$ cat config.mk
export PLATFORM = sky130hd
export DESIGN_NAME = sktm_merge_seq
export DESIGN_NICKNAME = d
export VERILOG_FILES = /design/src/rtl/sktm_pkg.sv /design/src/rtl/sktm_merge_seq.sv
export SDC_FILE = /design/constraint.sdc
export NUM_CORES = 1
export LEC_CHECK = 0
export BUFFER_PORTS_ARGS = -buffer_cell sky130_fd_sc_hd__buf_2
export CAP_MARGIN = 20
export CORE_MARGIN = 2
export CORE_UTILIZATION = 30
export CTS_BUF_LIST = sky130_fd_sc_hd__clkbuf_2 sky130_fd_sc_hd__clkbuf_4 sky130_fd_sc_hd__clkbuf_8
export DETAILED_ROUTE_END_ITERATION = 8
export HOLD_SLACK_MARGIN = 0.12
export PLACE_DENSITY = 0.44
export SETUP_SLACK_MARGIN = 0.15
export SYNTH_ARGS = -nofsm -noshare
export SYNTH_HDL_FRONTEND = slang
export SYNTH_SLANG_ARGS = --single-unit
$ cat constraint.sdc
create_clock -name clk -period 6.1 [get_ports clk]
set_input_delay 1.22 -clock clk [delete_from_list [all_inputs] [get_ports clk]]
set_output_delay 1.22 -clock clk [all_outputs]
set_load 0.05 [all_outputs]
$ cat src/rtl/sktm_pkg.sv
// Shared constants and types for the stable key/tag merge sorter.
// Used by sktm_merge_seq and stable_key_tag_merge_sort; depends on nothing.
package sktm_pkg;

  // Capacity of one set and field widths.
  localparam int MAX_ITEMS = 64;
  localparam int KEY_BITS  = 32;
  localparam int TAG_BITS  = 6;

  // Index into the stores, and a count that can also hold MAX_ITEMS itself.
  localparam int IDX_BITS  = $clog2(MAX_ITEMS);
  localparam int CNT_BITS  = $clog2(MAX_ITEMS + 1);

  // Stream data width: key then tag, padded to whole bytes.
  localparam int DATA_BITS = ((KEY_BITS + TAG_BITS + 7) / 8) * 8;
  localparam int PAD_BITS  = DATA_BITS - KEY_BITS - TAG_BITS;

  // One stored item.
  typedef struct packed {
    logic signed [KEY_BITS-1:0] key;
    logic [TAG_BITS-1:0]        tag;
  } entry_t;

  // Control from the merge sequencer to the store memories.
  typedef struct packed {
    logic                wr_en;
    logic                wr_mem;
    logic [IDX_BITS-1:0] wr_addr;
    logic                take_second;
    logic [IDX_BITS-1:0] rd_addr_first;
    logic [IDX_BITS-1:0] rd_addr_second;
    logic                src;
  } merge_ctl_t;

endpackage

$ cat src/rtl/sktm_merge_seq.sv
// Merge pass sequencer with the shared key comparator for the merge sorter.
// Walks bottom-up merge passes between two ping-pong stores; uses sktm_pkg.
module sktm_merge_seq (
  input  logic                                clk,
  input  logic                                rst,
  input  logic                                start,
  input  logic [sktm_pkg::CNT_BITS-1:0]       n,
  input  logic signed [sktm_pkg::KEY_BITS-1:0] key_first,
  input  logic signed [sktm_pkg::KEY_BITS-1:0] key_second,
  output sktm_pkg::merge_ctl_t                ctl,
  output logic                                done
);

  localparam logic [1:0] C_IDLE  = 2'd0;
  localparam logic [1:0] C_RUN   = 2'd1;
  localparam logic [1:0] C_MERGE = 2'd2;

  logic [1:0] state;
  logic       src;

  // Run bounds and cursors: first run [lo, mid), second run [mid, hi), output k.
  logic [sktm_pkg::CNT_BITS-1:0] width;
  logic [sktm_pkg::CNT_BITS-1:0] lo;
  logic [sktm_pkg::CNT_BITS-1:0] mid;
  logic [sktm_pkg::CNT_BITS-1:0] hi;
  logic [sktm_pkg::CNT_BITS-1:0] i;
  logic [sktm_pkg::CNT_BITS-1:0] j;
  logic [sktm_pkg::CNT_BITS-1:0] k;

  logic [sktm_pkg::CNT_BITS:0]   mid_sum;
  logic [sktm_pkg::CNT_BITS:0]   hi_sum;
  logic [sktm_pkg::CNT_BITS-1:0] mid_c;
  logic [sktm_pkg::CNT_BITS-1:0] hi_c;
  logic [sktm_pkg::CNT_BITS-1:0] i_next;
  logic [sktm_pkg::CNT_BITS-1:0] j_next;
  logic [sktm_pkg::CNT_BITS-1:0] k_inc;
  logic                          take_second;

  // Run bounds clamped to the set size, the comparator and cursor updates.
  // The second run wins only on a strictly smaller key, which keeps the sort stable.
  always_comb begin
    mid_sum     = {1'b0, lo} + {1'b0, width};
    hi_sum      = {1'b0, lo} + {width, 1'b0};
    mid_c       = (mid_sum >= {1'b0, n}) ? n : mid_sum[sktm_pkg::CNT_BITS-1:0];
    hi_c        = (hi_sum >= {1'b0, n}) ? n : hi_sum[sktm_pkg::CNT_BITS-1:0];
    take_second = (j < hi) && ((i >= mid) || (key_second < key_first));
    k_inc       = k + sktm_pkg::CNT_BITS'(1);
    i_next      = i;
    j_next      = j;
    unique case (state)
      C_RUN: begin
        i_next = lo;
        j_next = mid_c;
      end
      C_MERGE: begin
        if (take_second) begin
          j_next = j + sktm_pkg::CNT_BITS'(1);
        end else begin
          i_next = i + sktm_pkg::CNT_BITS'(1);
        end
      end
      default: ;
    endcase
  end

  // Read addresses come from the next cursor values so the registered read data matches i and j.
  always_comb begin
    ctl.wr_en          = (state == C_MERGE);
    ctl.wr_mem         = ~src;
    ctl.wr_addr        = k[sktm_pkg::IDX_BITS-1:0];
    ctl.take_second    = take_second;
    ctl.rd_addr_first  = i_next[sktm_pkg::IDX_BITS-1:0];
    ctl.rd_addr_second = j_next[sktm_pkg::IDX_BITS-1:0];
    ctl.src            = src;
  end

  // Pass and run sequencing.
  always_ff @(posedge clk) begin
    if (rst) begin
      state <= C_IDLE;
      done  <= 1'b0;
      src   <= 1'b0;
    end else begin
      done <= 1'b0;
      unique case (state)
        C_IDLE: begin
          if (start) begin
            width <= sktm_pkg::CNT_BITS'(1);
            lo    <= '0;
            src   <= 1'b0;
            if (n > sktm_pkg::CNT_BITS'(1)) begin
              state <= C_RUN;
            end else begin
              done <= 1'b1;
            end
          end
        end
        C_RUN: begin
          mid   <= mid_c;
          hi    <= hi_c;
          i     <= i_next;
          j     <= j_next;
          k     <= lo;
          state <= C_MERGE;
        end
        C_MERGE: begin
          i <= i_next;
          j <= j_next;
          k <= k_inc;
          if (k_inc == hi) begin
            if (hi == n) begin
              // Pass complete: the destination becomes the next source.
              src <= ~src;
              if ({width, 1'b0} >= {1'b0, n}) begin
                done  <= 1'b1;
                state <= C_IDLE;
              end else begin
                width <= {width[sktm_pkg::CNT_BITS-2:0], 1'b0};
                lo    <= '0;
                state <= C_RUN;
              end
            end else begin
              lo    <= hi;
              state <= C_RUN;
            end
          end
        end
        default: state <= C_IDLE;
      endcase
    end
  end

endmodule

==> results.toml <==
[critical_path]
r2r-end = "j[4]$_DFFE_PP_"
r2r-start = "lo[0]$_SDFFCE_PP0P_"
worstSetupPathType = "reg2out"
crit_required_ns = 4.88
cp-start-kind = "flip-flop"
reg2reg_slack_ns = 2.03
path_depth = 19
crit_chain = "ha_1, inv_1, fa_1, inv_1, a21o_1, a21oi_1, o21bai_1, a21oi_1, xnor2_1, ha_1, nor2b_1, a41oi_1, o21ai_0, a311oi_2, buf_4, mux2_2, a32oi_1, o21ai_0, buf_2"
cpPeakStageDelay_ns = 0.47
cp_slowest_cell = "edfxtp_1"
worstPathArrival_ns = 4.37
cp.buffers_inverters = 4
crit_start = "lo[0]$_SDFFCE_PP0P_"
crit_path_end = "ctl[5]"
cp_top_family = "compound AO/OA/AOI/OAI gates"
reg2reg_depth = 18
crit_path_max_fanout = 7
cp-end-kind = "output port"

[clocking]
clk_pin_slew_worst_paths_ns = 0.10
cts-buffers-inserted = 5
cts_resized = 0
root_buffer = "clkbuf_8"
cts_tree = "built"
clockBufferDepth = 2
worstSkewPairLatency_ns = 0.33
htreeDepth = 2
cts_sinks = 53

[place]
dp.cells = 845
post-dp-hpwl_um = 11400
port_buffers = 96
dpl_cell_area_um2 = 5750
gp_congestion = 0.848

[die]
boundaryPins = 97
core_um2 = 16700
die_x_um = 135
initial_core_util = 0.309
rows = 47
die_area_um2 = 18300
fp.dieH_um = 135

[sta]
maxSlewHeadroom = 0.461
grt_setup_unrepaired = "false"
timing.hold.ws_ns = 0.536
skew_ns = 0.00676
setup_viol = 0
fin_crit_ns = 5.59
fmax_mhz = 179
worst_slew_pin_slew_ns = 0.807
period_share = 0.917
hold_violations = 0
fin_tns_setup_ns = 0
finalMaxSlewViolations = 0

[layout]
drive_above_1_share = 0.203
final_nets = 793
n_fill_cell = 1751
syn_to_final_growth_pct = 13.8
layout_common_cells = "buf_2 (96), ha_1 (84), inv_1 (78)"
instances_no_fill = 854
final_util = 0.352
n_antenna_cell = 0
fin_area_um2 = 5880
layout_commonest_cell = "buf_2"

[synthesis]
async_flop_share = 0
yosys_warnings = 0
ys_types = 64
ys_ff_latch = 53
syn_inst = 558
syn-num-nets = 718
synth_top_flop_cell = "edfxtp_1"
ys_seq_area_frac = 0.300
syn_area_um2 = 5160
synth_edf_count = 49
avgSynthCellArea_um2 = 9.25

[pwr]
comb_power_share = 0.629
p_per_area_nw_per_um2 = 438
peakVddDrop_v = 0.000240
clkPwrFrac = 0.101
switching_share = 0.504
p_sw_w = 0.00130
power.leakage_nw = 2.75
p_int_w = 0.00128
seq_power_share = 0.270

[route]
drc = 0
dr.pass1.iters = 4
drt_iter0_markers = 151
wire_per_inst_um = 16.9
via_per_inst = 4.94
vias = 4217
wl_um = 14400
ant_nets = 0

[global_routing]
antenna_found_initial = 0
grt_max_degree = 50
grt_pass1_wl_um = 22400
grt_pass1_vias = 4031
grt_overflow = 0
track_usage = 0.158

[worst_hold_path]
hold_path_class = "reg2reg"
worstHoldStart = "src$_SDFFE_PP0P_"

[outcome]
status = "complete, no violations"

[flow_run]
cap_violations = 0
## power groups by stage
stage               clock [W]  combinational [W]  sequential (W)
floorplan                   0            0.00130        0.000644
global placement            0            0.00159        0.000702
detailed placement          0            0.00160        0.000700
CTS                  0.000270            0.00162        0.000693
global route         0.000282            0.00178        0.000708
finish               0.000260            0.00162        0.000693
## sequential cells by signal, summed over array words and instances (netlist names)
signal	count
state	2
k	7
done	1
src	1
j	7
hi	7
lo	7
mid	7
i	7
width	7
## cell usage after synthesis (9+ instances only)
library cell | number | area, µm²
and3_1 | 9 | 56.3
mux2_2 | 11 | 124
buf_4 | 21 | 158
nand3_1 | 17 | 85.1
ha_1 | 84 | 1050
nand2_1 | 33 | 124
clkbuf_1 | 10 | 37.5
a21oi_1 | 41 | 205
o21ai_0 | 24 | 120
edfxtp_1 | 49 | 1470
inv_1 | 78 | 293
nor2_1 | 27 | 101
xor2_1 | 10 | 87.6
xnor2_1 | 20 | 175
## worst reg2reg max path: stages, from the launching register on
cell,delay [ns]
edfxtp_1,0.47
ha_1,0.23
inv_1,0.07
fa_1,0.20
inv_1,0.05
a21o_1,0.17
a21oi_1,0.21
o21bai_1,0.09
a21oi_1,0.18
xnor2_1,0.17
ha_1,0.29
nor2b_1,0.14
a41oi_1,0.18
o21ai_0,0.20
a311oi_2,0.27
buf_4,0.20
mux2_2,0.38
a32oi_1,0.18
o21ai_0,0.13
## cell type report
cell class	instances	area (µm²)	share of cell area
Multi-Input combinational cell	395	3120	0.532
Clock buffer	6	76.3	0.0130
Timing Repair Buffer	100	518	0.0882
Sequential cell	53	1550	0.264
Inverter	78	293	0.0498
Tap cell	220	275	0.0468
Clock inverter	2	38.8	0.00660
## what timing repair did
| item | 4_1_cts | 5_1_grt |
|---|---|---|
| setup endpoints to repair | 0 | 5 |
| buffers inserted | 0 | 1 |
| hold buffers | 0 | 0 |
| hold endpoints to repair | 0 | 0 |
## logic make-up (layout without fill, tap and decap cells)
group,count (synthesis),after routing,share of synthesized area
compound gates,124,124,0.163
simple gates,139,139,0.141
buf+inv,110,186,0.0952
flops,53,53,0.300
xor+xnor,32,32,0.0596
mux,14,14,0.0298
fa+ha+maj,86,86,0.211
## worst min path at each step
stage | endpoint | slack (ns) | depth (start not counted)
5_1_grt | src$_SDFFE_PP0P_ | 0.60 | 2
2_1_floorplan | src$_SDFFE_PP0P_ | 0.48 | 2
3_3_place_gp | src$_SDFFE_PP0P_ | 0.52 | 2
3_5_place_dp | src$_SDFFE_PP0P_ | 0.53 | 2
6_report | src$_SDFFE_PP0P_ | 0.54 | 2
4_1_cts | src$_SDFFE_PP0P_ | 0.55 | 2
## metrics by stage
stage	total power (W)	worst slack, ns
after floorplan	0.00195	1.24
after global placement	0.00229	0.847
after detailed placement	0.00230	0.800
after CTS	0.00258	0.385
after global routing	0.00277	0.175
final	0.00257	0.507
## layer usage
| layer | global-route usage | vias up | wire length (µm) |
|---|---|---|---|
| met5 | 0 | - | 0 |
| met4 | 0.0359 | 0 | 220 |
| met3 | 0.0258 | 14 | 673 |
| met2 | 0.259 | 122 | 6520 |
| met1 | 0.221 | 1943 | 7010 |
| li1 | - | 2138 | - |
No activity file was read; power rests on OpenSTA's default activity.
